--- config.mk ---
export PLATFORM = sky130hd
export DESIGN_NAME = priority_aging_process_scheduler
export DESIGN_NICKNAME = d
export VERILOG_FILES = /design/src/rtl/pas_pkg.sv /design/src/rtl/pas_datapath.sv /design/src/rtl/pas_ctrl.sv /design/src/rtl/priority_aging_process_scheduler.sv
export SDC_FILE = /design/constraint.sdc
export NUM_CORES = 1
export LEC_CHECK = 0
export ABC_AREA = 1
export BUFFER_PORTS_ARGS = -buffer_cell sky130_fd_sc_hd__buf_2
export CAP_MARGIN = 20
export CORE_UTILIZATION = 53
export DETAILED_ROUTE_END_ITERATION = 8
export PLACE_DENSITY = 0.69
export SLEW_MARGIN = 20
export SYNTH_ARGS = -nofsm -noshare
export SYNTH_HDL_FRONTEND = slang
export SYNTH_SLANG_ARGS = --single-unit
--- constraint.sdc ---
create_clock -name i_clk -period 9.1 [get_ports i_clk]
set_input_delay 0.91 -clock i_clk [delete_from_list [all_inputs] [get_ports i_clk]]
set_output_delay 0.91 -clock i_clk [all_outputs]
set_load 0.005 [all_outputs]
--- src/rtl/pas_pkg.sv ---
`timescale 1ns / 1ps
`default_nettype none
// ----------------------------------------------------------------------------
// pas_pkg
// Shared types and constants of the priority aging scheduler.
// ----------------------------------------------------------------------------
package pas_pkg;
    localparam logic [2:0] CMD_TICK     = 3'd0;
    localparam logic [2:0] CMD_FORK     = 3'd1;
    localparam logic [2:0] CMD_EXEC     = 3'd2;
    localparam logic [2:0] CMD_EXIT     = 3'd3;
    localparam logic [2:0] CMD_KILL     = 3'd4;
    localparam logic [2:0] CMD_KILL_ALL = 3'd5;

    localparam logic [1:0] ST_OK        = 2'd0;
    localparam logic [1:0] ST_FULL      = 2'd1;
    localparam logic [1:0] ST_NOT_FOUND = 2'd2;

    localparam logic [7:0]  IDLE_PRIORITY       = 8'd2;
    localparam logic [15:0] FORK_PRIORITY_RESET = 16'd100;

    typedef struct packed {
        logic start;   // load command, clear scan
        logic age;     // aging pass step
        logic pick;    // selection pass step
        logic finish;  // apply tick result / non-tick command
    } t_ctl;

    typedef struct packed {
        logic last;    // scan at final slot
    } t_sts;
endpackage
`default_nettype wire

--- src/rtl/pas_datapath.sv ---
`timescale 1ns / 1ps
`default_nettype none
// ----------------------------------------------------------------------------
// pas_datapath
// Slot table, scan counter and per-command update logic.
// ----------------------------------------------------------------------------
module pas_datapath #(
    parameter int SLOTS     = 16,
    parameter int AGE_WIDTH = 16
) (
    input  wire               i_clk,
    input  wire               i_rst_n,
    input  pas_pkg::t_ctl     i_ctl,
    output pas_pkg::t_sts     o_sts,
    input  wire               i_cfg_we,
    input  wire [15:0]        i_cfg_data,
    input  wire [2:0]         i_cmd,
    input  wire [3:0]         i_target_pid,
    input  wire [7:0]         i_new_priority,
    input  wire               i_exit_failed,
    output logic [3:0]        o_active_pid,
    output logic [3:0]        o_parent_pid,
    output logic [3:0]        o_forked_pid,
    output logic [1:0]        o_status
);
    localparam int IW = (SLOTS > 1) ? $clog2(SLOTS) : 1;
    localparam logic [AGE_WIDTH:0] AGE_MAX = {1'b0, {AGE_WIDTH{1'b1}}};

    logic [SLOTS-1:0]     r_run, r_asg;
    logic [7:0]           r_base [SLOTS];
    logic [AGE_WIDTH-1:0] r_aged [SLOTS];
    logic [IW-1:0]        r_par  [SLOTS];
    logic [IW-1:0]        r_cur;
    logic [15:0]          r_fprio;
    logic [2:0]           r_cmd;
    logic [3:0]           r_tgt;
    logic [7:0]           r_newp;
    logic                 r_fail;
    logic [IW-1:0]        r_idx, r_best;
    logic [AGE_WIDTH-1:0] r_best_age;

    logic [AGE_WIDTH-1:0] w_fp, w_aged_idx;
    logic [AGE_WIDTH:0]   w_sum;
    logic [IW-1:0]        w_free;
    logic [IW-1:0]        w_tgt_idx;
    logic                 w_any_free, w_tgt_ok;

    assign o_sts.last = (r_idx == IW'(SLOTS - 1));

    always_comb begin
        w_free = '0;
        w_any_free = 1'b0;
        for (int k = SLOTS - 1; k >= 0; k--) begin
            if (!r_run[k]) begin
                w_free = IW'(k);
                w_any_free = 1'b1;
            end
        end
        w_fp = (AGE_WIDTH >= 16) ? AGE_WIDTH'(r_fprio)
             : ((r_fprio > 16'(AGE_MAX)) ? AGE_MAX[AGE_WIDTH-1:0] : AGE_WIDTH'(r_fprio));
        w_aged_idx = r_aged[r_idx];
        w_sum = {1'b0, w_aged_idx} + (AGE_WIDTH+1)'(r_base[r_idx]);
        w_tgt_idx = IW'(r_tgt);
        if (r_tgt == 4'd0) w_tgt_ok = 1'b1;
        else if (32'(r_tgt) < SLOTS) w_tgt_ok = r_asg[w_tgt_idx];
        else w_tgt_ok = 1'b0;
    end

    always_ff @(posedge i_clk) begin
        if (!i_rst_n) begin
            r_fprio <= pas_pkg::FORK_PRIORITY_RESET;
        end else if (i_cfg_we) begin
            r_fprio <= i_cfg_data;
        end
    end

    always_ff @(posedge i_clk) begin
        if (!i_rst_n) begin
            r_run <= SLOTS'(1);
            r_asg <= '0;
            r_cur <= '0;
            r_idx <= '0;
            for (int k = 0; k < SLOTS; k++) begin
                r_base[k] <= (k == 0) ? pas_pkg::IDLE_PRIORITY : 8'd0;
                r_aged[k] <= (k == 0) ? AGE_WIDTH'(pas_pkg::IDLE_PRIORITY) : '0;
                r_par[k]  <= '0;
            end
        end else begin
            if (i_ctl.start) begin
                r_cmd  <= i_cmd;
                r_tgt  <= i_target_pid;
                r_newp <= i_new_priority;
                r_fail <= i_exit_failed;
                r_idx  <= '0;
                r_best <= '0;
                r_best_age <= '0;
            end
            if (i_ctl.age) begin
                if (r_idx == r_cur) begin
                    r_aged[r_idx] <= AGE_WIDTH'(r_base[r_idx]);
                end else if (r_run[r_idx]) begin
                    r_aged[r_idx] <= (w_sum > AGE_MAX) ? AGE_MAX[AGE_WIDTH-1:0]
                                                       : w_sum[AGE_WIDTH-1:0];
                end
                r_idx <= o_sts.last ? '0 : r_idx + 1'b1;
            end
            if (i_ctl.pick) begin
                if (r_run[r_idx] && w_aged_idx > r_best_age) begin
                    r_best <= r_idx;
                    r_best_age <= w_aged_idx;
                end
                if (!o_sts.last) r_idx <= r_idx + 1'b1;
            end
            if (i_ctl.finish) begin
                o_forked_pid <= '0;
                o_status <= pas_pkg::ST_OK;
                unique case (r_cmd)
                    pas_pkg::CMD_TICK: begin
                        r_cur <= r_best;
                    end
                    pas_pkg::CMD_FORK: begin
                        if (w_any_free) begin
                            r_base[w_free] <= r_base[r_cur];
                            r_par[w_free]  <= r_cur;
                            r_aged[w_free] <= w_fp;
                            r_run[w_free]  <= 1'b1;
                            r_asg[w_free]  <= 1'b1;
                            o_forked_pid   <= 4'(w_free);
                        end else begin
                            o_status <= pas_pkg::ST_FULL;
                        end
                    end
                    pas_pkg::CMD_EXEC: begin
                        r_base[r_cur] <= r_newp;
                        r_aged[r_cur] <= AGE_WIDTH'(r_newp);
                    end
                    pas_pkg::CMD_EXIT: begin
                        if (!r_fail) begin
                            r_run[r_cur] <= 1'b0;
                            r_cur <= '0;
                        end
                    end
                    pas_pkg::CMD_KILL: begin
                        if (w_tgt_ok) r_run[w_tgt_idx] <= 1'b0;
                        else o_status <= pas_pkg::ST_NOT_FOUND;
                    end
                    pas_pkg::CMD_KILL_ALL: begin
                        r_run <= r_run & SLOTS'(1);
                    end
                    default: ;
                endcase
            end
        end
    end

    // current and parent follow table state
    assign o_active_pid = 4'(r_cur);
    assign o_parent_pid = 4'(r_par[r_cur]);
endmodule
`default_nettype wire

--- src/rtl/pas_ctrl.sv ---
`timescale 1ns / 1ps
`default_nettype none
// ----------------------------------------------------------------------------
// pas_ctrl
// Command sequencer: aging pass and selection pass for tick, handshakes.
// ----------------------------------------------------------------------------
module pas_ctrl (
    input  wire            i_clk,
    input  wire            i_rst_n,
    input  wire            i_valid,
    output logic           o_stall,
    output logic           o_valid,
    input  wire            i_stall,
    input  wire [2:0]      i_cmd,
    output pas_pkg::t_ctl  o_ctl,
    input  pas_pkg::t_sts  i_sts
);
    localparam logic [2:0] S_IDLE = 3'd0;
    localparam logic [2:0] S_DEC  = 3'd1;
    localparam logic [2:0] S_AGE  = 3'd2;
    localparam logic [2:0] S_PICK = 3'd3;
    localparam logic [2:0] S_FIN  = 3'd4;
    localparam logic [2:0] S_OUT  = 3'd5;

    logic [2:0] r_state, n_state;
    logic       r_tick, n_tick;

    assign o_stall = (r_state != S_IDLE);
    assign o_valid = (r_state == S_OUT);

    always_comb begin
        n_state = r_state;
        n_tick  = r_tick;
        o_ctl   = '0;
        unique case (r_state)
            S_IDLE: if (i_valid) begin
                o_ctl.start = 1'b1;
                n_tick = (i_cmd == pas_pkg::CMD_TICK);
                n_state = S_DEC;
            end
            S_DEC:  n_state = r_tick ? S_AGE : S_FIN;
            S_AGE: begin
                o_ctl.age = 1'b1;
                if (i_sts.last) n_state = S_PICK;
            end
            S_PICK: begin
                o_ctl.pick = 1'b1;
                if (i_sts.last) n_state = S_FIN;
            end
            S_FIN: begin
                o_ctl.finish = 1'b1;
                n_state = S_OUT;
            end
            S_OUT:  if (!i_stall) n_state = S_IDLE;
            default: n_state = S_IDLE;
        endcase
    end

    always_ff @(posedge i_clk) begin
        if (!i_rst_n) begin
            r_state <= S_IDLE;
            r_tick  <= 1'b0;
        end else begin
            r_state <= n_state;
            r_tick  <= n_tick;
        end
    end
endmodule
`default_nettype wire

--- src/rtl/priority_aging_process_scheduler.sv ---
`timescale 1ns / 1ps
`default_nettype none
// ----------------------------------------------------------------------------
// priority_aging_process_scheduler
// Tick: one aging walk, then one selection walk over the slot table;
// other commands skip both walks. One request at a time.
// Synchronous active-low reset restores slot 0 as the only running slot.
// ----------------------------------------------------------------------------
module priority_aging_process_scheduler #(
    parameter int SLOTS     = 16,
    parameter int AGE_WIDTH = 16
) (
    input  wire        i_clk,
    input  wire        i_rst_n,
    input  wire        i_cfg_we,
    input  wire [15:0] i_cfg_data,
    input  wire        i_valid,
    output logic       o_stall,
    input  wire [2:0]  i_cmd,
    input  wire [3:0]  i_target_pid,
    input  wire [7:0]  i_new_priority,
    input  wire        i_exit_failed,
    output logic       o_valid,
    input  wire        i_stall,
    output logic [3:0] o_active_pid,
    output logic [3:0] o_parent_pid,
    output logic [3:0] o_forked_pid,
    output logic [1:0] o_status
);
    pas_pkg::t_ctl w_ctl;
    pas_pkg::t_sts w_sts;

    pas_ctrl u_ctrl (
        .i_clk(i_clk), .i_rst_n(i_rst_n), .i_valid(i_valid), .o_stall(o_stall),
        .o_valid(o_valid), .i_stall(i_stall), .i_cmd(i_cmd),
        .o_ctl(w_ctl), .i_sts(w_sts)
    );

    pas_datapath #(.SLOTS(SLOTS), .AGE_WIDTH(AGE_WIDTH)) u_dp (
        .i_clk(i_clk), .i_rst_n(i_rst_n), .i_ctl(w_ctl), .o_sts(w_sts),
        .i_cfg_we(i_cfg_we), .i_cfg_data(i_cfg_data), .i_cmd(i_cmd),
        .i_target_pid(i_target_pid), .i_new_priority(i_new_priority),
        .i_exit_failed(i_exit_failed), .o_active_pid(o_active_pid),
        .o_parent_pid(o_parent_pid), .o_forked_pid(o_forked_pid),
        .o_status(o_status)
    );
endmodule
`default_nettype wire

Word level (Yosys, flattened, before mapping) --
Memory sizes are Yosys's and may differ from the RTL's. A register that Yosys moved wholly into a read port is not among the register bits. Index checks and enable logic that the tools add are counted.
Storage, ports and cells: flip-flop bits (word level) 102, RAM bits 448, output and inout port bits 16, memories 3
Memories:
- u_dp.r_aged | depth 16, width 16, rd ports 1, clocked after Yosys merged registers in 1, write ports 16, RTL line pas_datapath.sv:31 | logic [AGE_WIDTH-1:0] r_aged [SLOTS];
- u_dp.r_base | depth 16, width 8, rd ports 2, clocked after Yosys merged registers in 2, write ports 16, RTL line pas_datapath.sv:30 | logic [7:0] r_base [SLOTS];
- u_dp.r_par | depth 16, width 4, rd ports 1, clocked after Yosys merged registers in 1, write ports 16, RTL line pas_datapath.sv:32 | logic [IW-1:0] r_par [SLOTS];
Cells by class: add/sub/neg operators 2, order comparisons 9, eq/ne operators 19, mux-type cells 119, bitwise gates (word level) 8, reductions and logical operators 27
Operators by type and width (count):
- two-way mux 16 bit | 11
- two-way mux 4 bit | 38
- one-hot mux 16 bit (4 select lines) | 1
- two-way mux 1 bit | 53
- OR reduction 16 bit | 3
- AND 16 bit | 2
- NOT 16 bit | 2
- OR 16 bit | 2
- < comparator 4 x 5 -> 1 bit (second input constant) | 4
- one-hot mux 3 bit (6 select lines) | 1
- adder 16 x 8 -> 17 bit | 1
- greater-than comparator 17 x 16 -> 1 bit (second input constant) | 1
- greater-than comparator 16 bit | 1
- two-way mux 8 bit | 2
- OR reduction 8 bit | 2
- two-way mux 3 bit | 5
- demux 1 bit (select 4 bit) | 3
- equality test 3 x 2 -> 1 bit (second input constant) | 4
- equality test 3 bit (second input constant) | 4
- >= comparator 4 x 1 -> 1 bit (second input constant) | 3
- zero test 3 bit | 3
- binary-select mux 1 bit (select 4 bit) | 2
- != test 2 x 1 -> 1 bit (second input constant) | 4
- one-hot mux 4 bit (2 select lines) | 1
- 20 further kinds | 31

Depth between registers and ports, before layout --
Gate-level depths: netlist (run 1).
word-level depth 24, gate-level depth with buffers 28

Modules after synthesis --
A second synthesis (run 1) with hierarchy kept.
Unflattened totals: cells, all modules 3697, area total of the unflattened synthesis 31096.1 µm²
Modules (own cells, without submodules):
- pas_datapath | instances 1, cells an instance 3657, area an instance 30800.8 µm², sequential area each 15915.3 µm²
- pas_ctrl | instances 1, cells an instance 40, area an instance 295.3 µm², sequential area each 80.1 µm²

Worst setup path after synthesis (run 1) --
No wires, ideal clock.
path type register -> register, start point register u_dp.r_idx[0], end point memory u_dp.r_aged[4][6] (data pin), setup time 256 ps, arrival time 3838 ps, slack 5007 ps, cell stages (with the launch flop) 25, path buffers 9, cells stage by stage dfxtp_1 -> buf_4 -> inv_2 -> buf_4 -> buf_6 -> buf_6 -> buf_2 -> buf_2 -> clkbuf_1 -> o21ai_0 -> o221ai_1 -> nand3_1 -> nand3_1 -> fa_1 -> a21oi_1 -> o21ai_0 -> a21oi_1 -> nand3b_1 -> nor2_2 -> nand3_2 -> buf_4 -> nand3_1 -> a21oi_2 -> buf_4 -> nor2_1
RTL lines:
- from (decl) | RTL line pas_datapath.sv:39 | logic [IW-1:0] r_idx, r_best;
- from (signal assigned) | RTL line pas_datapath.sv:105 | r_idx <= o_sts.last ? '0 : r_idx + 1'b1;
- from (signal assigned) | RTL line pas_datapath.sv:112 | if (!o_sts.last) r_idx <= r_idx + 1'b1;
- to (decl) | RTL line pas_datapath.sv:31

Final worst setup path (run 1) --
start point register u_dp.r_idx[0], end point register u_dp.r_best_age[12] (data pin)
On the way: cells in the longest elaborated chain, start to end 5
RTL lines:
- binary-select mux 1 bit (select 4 bit) | RTL line pas_datapath.sv:108 | if (r_run[r_idx] && w_aged_idx > r_best_age) begin
- two-way mux 1 bit (implied by the code) | RTL line pas_datapath.sv:108
- logical AND 1 bit | RTL line pas_datapath.sv:108
- two-way mux 16 bit | RTL line pas_datapath.sv:108
- two-way mux 16 bit | RTL line pas_datapath.sv:107 | if (i_ctl.pick) begin
- to (signal assigned) | RTL line pas_datapath.sv:110 | r_best_age <= w_aged_idx;
- to (decl) | RTL line pas_datapath.sv:40 | logic [AGE_WIDTH-1:0] r_best_age;
No other way between the ends. The select of a mux whose other input is x is not followed. A chain may end at the register's enable or synchronous reset.

==> results.tsv, run 1 <==
metric	value	unit
rrSetupSlack	3.05	ns
ios	53	
reg2regPathDepth	13	
core	51700	um^2
regToRegEndpoint	u_dp.r_best_age[12]	
period_share	66.5	%
synth_edf_count	490	
r2r-start	u_dp.r_idx[0]	
post_drt_wl_per_cell	22.6	um
dp_hpwl	52700	um
ir_drop	0.172	mV
place_congestion	0.938	
synthCells	2976	
fmaxAchievable	165	MHz
holdPathEnd	u_dp.r_fail	
final_nets	2978	
finalSetupViolCount	0	
worstPathRequired	9.52	ns
power.leakage	10.8	nW
run_status	finished clean	
antenna_found_initial	0	
fin_skew	0.0221	ns
io_buffers	52	
post_cts_resized	0	
yosys_warnings	0	
cts_max_level	2	
synth-seq-area-share	57.1	%
first_pass_iters	6	
hold_viol_final	0	
clock_latency	0.64	ns
tightest_slew	1.18	ns
core.rowCount	83	
critPathKind	flop to flop	
powerDensity	239	nW/um^2
fp.dieW	232	um
vias	22100	
grt_max_degree	108	
drc	0	
rsz0062_at_grt	no	
drive_gt1_share	9.65	%
drt_iter0_markers	2626	
grt_use_total	30.7	%
grt_pass1_vias	21300	
cp_max_fo	95	
grt_overflow_total	0	
period_needed	6.05	ns
post-place-cells	3535	
cts_buffers	58	
die_area	53700	um^2
maxCapViolations	0	
cp-end-kind	flop	
ys_seq_elements	553	
syn-mean-instance-area	9.40	um^2
ant_nets	0	
layout.cells.non_filler	3644	
synthDistinctLibCells	56	
cp.arrival	6.47	ns
fp.dieH	232	um
initial_core_util	54.1	%
cts_hold_buf	0	
cts_setup_buffers	0	
hp-class	input port to flop	
async_flop_share	0	%
drt-total-wl	82400	um
area_growth	8.30	%
min_from	i_exit_failed	
hold_path_depth	1	
slew_viol_final	0	
synth.net_count	3039	
synth_area	28000	um^2
vias_per_cell	6.07	
antenna_cells	0	
cts_tree	yes	
cts.path.max_buffers	3	
grt_first_pass_wirelength	125000	um
cts.sinks	553	
slew_headroom	21.0	%
setup_tns	0	ns
final_core_util	58.6	%
start_kind	flop	
clk_pin_slew	0.07	ns
ctsRootBufferMaster	clkbuf_16	
synthFlopType	edfxtp_1	
[cell usage after synthesis (13+ instances only)]
cell	instances	area share [%]
nand4_1	33	0.74
nor2_2	40	0.89
clkbuf_1	105	1.4
nor2_1	694	9.3
a21oi_2	15	0.47
o211ai_1	89	2.4
a21oi_1	140	2.5
ha_1	25	1.1
edfxtp_1	490	53
o21ai_0	349	6.2
nor3_1	22	0.39
nand2_1	251	3.4
inv_1	200	2.7
o22ai_1	40	0.89
dfxtp_1	63	4.5
nand3_1	160	2.9
mux2i_1	36	1.3
o221ai_1	15	0.47
buf_4	21	0.56
buf_1	13	0.17
inv_2	13	0.17
buf_2	51	0.91
[cells in the final DEF (no fill, tap or decap), types with 6 or more instances in the layout]
| master | netlist | final |
|---|---|---|
| a21oi_2 | 15 | 16 |
| nor3_1 | 22 | 22 |
| nand3_1 | 160 | 160 |
| nand4_1 | 33 | 33 |
| clkinv_2 | 0 | 15 |
| xor2_1 | 7 | 7 |
| o22ai_1 | 40 | 40 |
| nor2_1 | 694 | 692 |
| clkbuf_1 | 105 | 6 |
| nor2_2 | 40 | 41 |
| a211oi_1 | 11 | 11 |
| edfxtp_1 | 490 | 490 |
| o211ai_1 | 89 | 89 |
| nand2_1 | 251 | 251 |
| clkbuf_16 | 0 | 61 |
| nand3_2 | 6 | 6 |
| dfxtp_1 | 63 | 59 |
| o21ai_0 | 349 | 349 |
| xnor2_1 | 7 | 7 |
| nor4_1 | 7 | 7 |
| inv_2 | 13 | 12 |
| ha_1 | 25 | 25 |
| nand4_4 | 6 | 6 |
| buf_2 | 51 | 51 |
| bufinv_16 | 0 | 7 |
| clkinv_1 | 5 | 19 |
| clkinvlp_4 | 0 | 6 |
| inv_1 | 200 | 200 |
| mux2i_1 | 36 | 36 |
| buf_4 | 21 | 26 |
| a21oi_1 | 140 | 139 |
| o221ai_1 | 15 | 15 |
[kinds of logic (layout without fill, tap and decap cells)]
group                    Yosys count  in the layout  share of synthesized area (%)
AND/OR/NAND/NOR                 1248           1248                           19.6
AO/OA/AOI/OAI                    681            681                           14.0
flip-flops                       553            553                           57.1
buffers and inverters            418            406                           6.33
multiplexers                      36             36                           1.29
adder cells (fa/ha/maj)           26             26                           1.19
XOR/XNOR                          14             14                          0.439
[critical path, stage by stage (launching register included)]
cell and delay (ns):
dfxtp_4 0.86, inv_4 0.54, buf_4 0.55, o21ai_0 0.23
o22ai_1 0.11, nand2_1 0.07, nand2_1 0.12, a31oi_2 0.35
inv_1 0.08, ha_1 0.32, nand4_1 0.15, o211ai_1 0.79
nand3_1 1.01, o21ai_0 0.53
[metal layers]
metal / GRT usage, % / vias up / wire [um]
li1: - / 10200 / -
met1: 41.2 / 10700 / 33600
met2: 49.4 / 1055 / 38600
met3: 4.92 / 188 / 6770
met4: 12.9 / 0 / 3420
met5: 0 / - / 0
[report_power, final]
part           switching [mW]  leakage (nW)  internal, mW
Sequential              0.123          5.51          2.91
Clock                    1.03         0.939          1.41
Combinational            1.29          4.36         0.483
[how the worst max path moves through the flow]
stage                             start                   to  depth (start not counted)
after floorplan           u_dp.r_idx[0]    u_dp.r_aged[4][6]                         24
after global placement          i_rst_n   u_dp.r_aged[7][12]                         12
after detailed placement  u_dp.r_idx[0]  u_dp.r_best_age[12]                         13
after CTS                 u_dp.r_idx[0]  u_dp.r_best_age[12]                         13
after global routing      u_dp.r_idx[0]       u_dp.r_best[2]                         13
final                     u_dp.r_idx[0]  u_dp.r_best_age[12]                         13
[state kept, by name, summed over array words and instances (netlist names), named ones only]
register           flops
u_ctrl.r_state         3
u_ctrl.r_tick          1
u_dp.o_active_pid      4
u_dp.o_forked_pid      4
u_dp.o_status          2
u_dp.r_aged          256
u_dp.r_asg            15
u_dp.r_base          128
u_dp.r_best            4
u_dp.r_best_age       16
u_dp.r_cmd             3
u_dp.r_fail            1
u_dp.r_fprio          16
u_dp.r_idx             4
u_dp.r_newp            8
u_dp.r_par            64
u_dp.r_run            16
u_dp.r_tgt             4
[per-stage QoR]
step           hold slack, ns  cell area, um^2  worst slack, ns  total power [mW]
2_1_floorplan           0.423            28000             5.01              4.29
3_3_place_gp            0.438            28400             3.16              4.78
3_5_place_dp            0.442            28400             3.11              4.81
4_1_cts                 0.426            30300             3.13              7.21
5_1_grt                 0.434            30300             2.57              7.53
6_report                0.447            30300             3.05              7.24
[final cells by class]
type                    count  area, um^2
clock inverters            42         383
multi-input cells        2005       10200
flip-flops and latches    553       16000
clock buffers              67        1550
repair buffers             77         450
fillers                  4482       21400
inverters                 220         833
well taps                 680         851
(Power assumes the default switching activity.)
==> run 2, diff against run 1 <==
- PLACE_DENSITY: 0.69 -> 0.72
- clock period: 9.1 -> 5.3 ns (I/O delays scaled with it)
==> results.tsv, run 2 (same netlist as run 1, synthesis figures left out) <==
metric	value	unit
worstSetupStartpoint	u_dp.r_idx[1]	
critPathTopFamily	compound AO/OA/AOI/OAI gates	
sequentialPowerShare	41.7	%
grt_first_pass_wirelength	121000	um
intPower	8.26	mW
ir_drop	0.345	mV
post_cts_resized	0	
crit_path_end	u_dp.r_aged[8][0]	
path_cells	buf_12 -> a21oi_1 -> o21ai_0 -> nand3_1 -> nand3_1 -> nand3_1 -> ha_1 -> fa_1 -> a21oi_1 -> o21ai_0 -> a21oi_1 -> nand3b_1 -> nor2_2 -> nand3_2 -> a21oi_1 -> a21oi_2 -> nor2_1	
die_area	53700	um^2
critPathKind	flop to flop	
hp-class	input port to flop	
slew_headroom	33.3	%
core.rowCount	83	
place_congestion	0.961	
fp.dieW	232	um
grt_max_degree	154	
antenna_found_initial	1	
rrSetupSlack	0.45	ns
cts.sinks	553	
rsz0062_at_grt	no	
cp_num_cells	17	
fin_area	30800	um^2
grt_pass1_vias	21300	
antenna_cells	0	
regToRegEndpoint	u_dp.r_aged[8][0]	
dp_hpwl	52600	um
initial_core_util	54.1	%
fin_skew	0.0427	ns
critical_path.max_stage_delay	0.68	ns
cts_hold_buf	0	
crit_top_cell	a21oi_1	
drc	0	
power.leakage	11.1	nW
cp-end-kind	flop	
drt-total-wl	78800	um
layout_commonest_cell	nor2_1	
hold_viol_final	0	
min_from	i_new_priority[3]	
hold_path_depth	1	
post_drt_wl_per_cell	21.3	um
r2r-start	u_dp.r_idx[1]	
cts_max_level	2	
cts_setup_buffers	0	
p_comb_share	25.3	%
n_fill_cell	4362	
clk_pin_slew	0.06	ns
drt_iter0_markers	2438	
largest-register	u_dp.r_aged	
cp.arrival	5.17	ns
layout_common_cells	nor2_1, edfxtp_1, o21ai_0	
place_area	28900	um^2
grt_overflow_total	0	
first_pass_iters	6	
grt_use_total	29.2	%
ios	53	
tightest_slew	0.997	ns
reg.largest.list	u_dp.r_aged (256), u_dp.r_base (128), u_dp.r_par (64)	
drive_gt1_share	11.3	%
clock_latency	0.64	ns
switchingPower	4.09	mW
period_share	91.5	%
worst-path-buf-inv	1	
final_core_util	59.5	%
setup_tns	0	ns
largest_reg_flops	256	
reg2regPathDepth	17	
cts_tree	yes	
final_nets	3040	
fp.dieH	232	um
start_kind	flop	
vias	22400	
ant_nets	0	
area_growth	10.1	%
slew_viol_final	0	
core	51700	um^2
cts.path.max_buffers	3	
run_status	finished clean	
ctsRootBufferMaster	clkbuf_16	
finalSetupViolCount	0	
maxCapViolations	0	
period_needed	4.85	ns
vias_per_cell	6.04	
clockPowerShare	33.1	%
cts_buffers	59	
swShare	33.1	%
fmaxAchievable	206	MHz
powerDensity	401	nW/um^2
worstPathRequired	5.62	ns
io_buffers	52	
crit_slowest_cell	a21oi_2	
cp_max_fo	153	
fin_worst_hold_slack	0.0706	ns
==> run 2: layout make-up <==
class / count / area (um^2) / area share [%]
inverter: 220 / 833 / 2.71
sequential: 553 / 16000 / 51.9
multi-input combinational: 2005 / 10200 / 33.2
clock buffer: 73 / 1550 / 5.04
timing repair buffer: 138 / 982 / 3.19
tap: 680 / 851 / 2.76
clock inverter: 38 / 352 / 1.14
==> run 2: how the worst min path moves through the flow <==
| stage | endpoint | slack [ns] |
|---|---|---|
| 6_report | u_dp.r_newp[3] | 0.07 |
| 3_3_place_gp | u_dp.r_asg[3] | 0.44 |
| 4_1_cts | u_dp.r_newp[4] | 0.05 |
| 3_5_place_dp | u_dp.r_asg[3] | 0.44 |
| 2_1_floorplan | u_dp.r_asg[3] | 0.42 |
| 5_1_grt | u_dp.r_newp[0] | 0.05 |
==> run 2: metrics by stage <==
stage          setup WS [ns]  std cells  power, mW
2_1_floorplan           1.21       2976       7.36
3_3_place_gp           0.758       3594       8.18
4_1_cts                0.649       3705       12.3
6_report               0.452       3707       12.4
3_5_place_dp           0.653       3594       8.28
5_1_grt                0.198       3707       12.9
==> run 2: power groups by stage <==
stage / logic [mW] / registers (mW) / clock network, mW
after floorplan: 2.22 / 5.15 / 0
after global placement: 2.96 / 5.22 / 0
after detailed placement: 3.04 / 5.23 / 0
after CTS: 3.05 / 5.14 / 4.11
after global routing: 3.40 / 5.17 / 4.28
final: 3.12 / 5.15 / 4.09
==> run 2: per-layer routing <==
| layer | global-route usage [%] | share of wire (%) | routed length, um | vias up |
|---|---|---|---|---|
| li1 | - | - | - | 10400 |
| met1 | 38.0 | 39 | 31000 | 10800 |
| met2 | 49.3 | 48 | 38200 | 1115 |
| met3 | 3.59 | 8.4 | 6620 | 189 |
| met4 | 12.1 | 3.8 | 2970 | 0 |
| met5 | 0 | 0 | 0 | - |
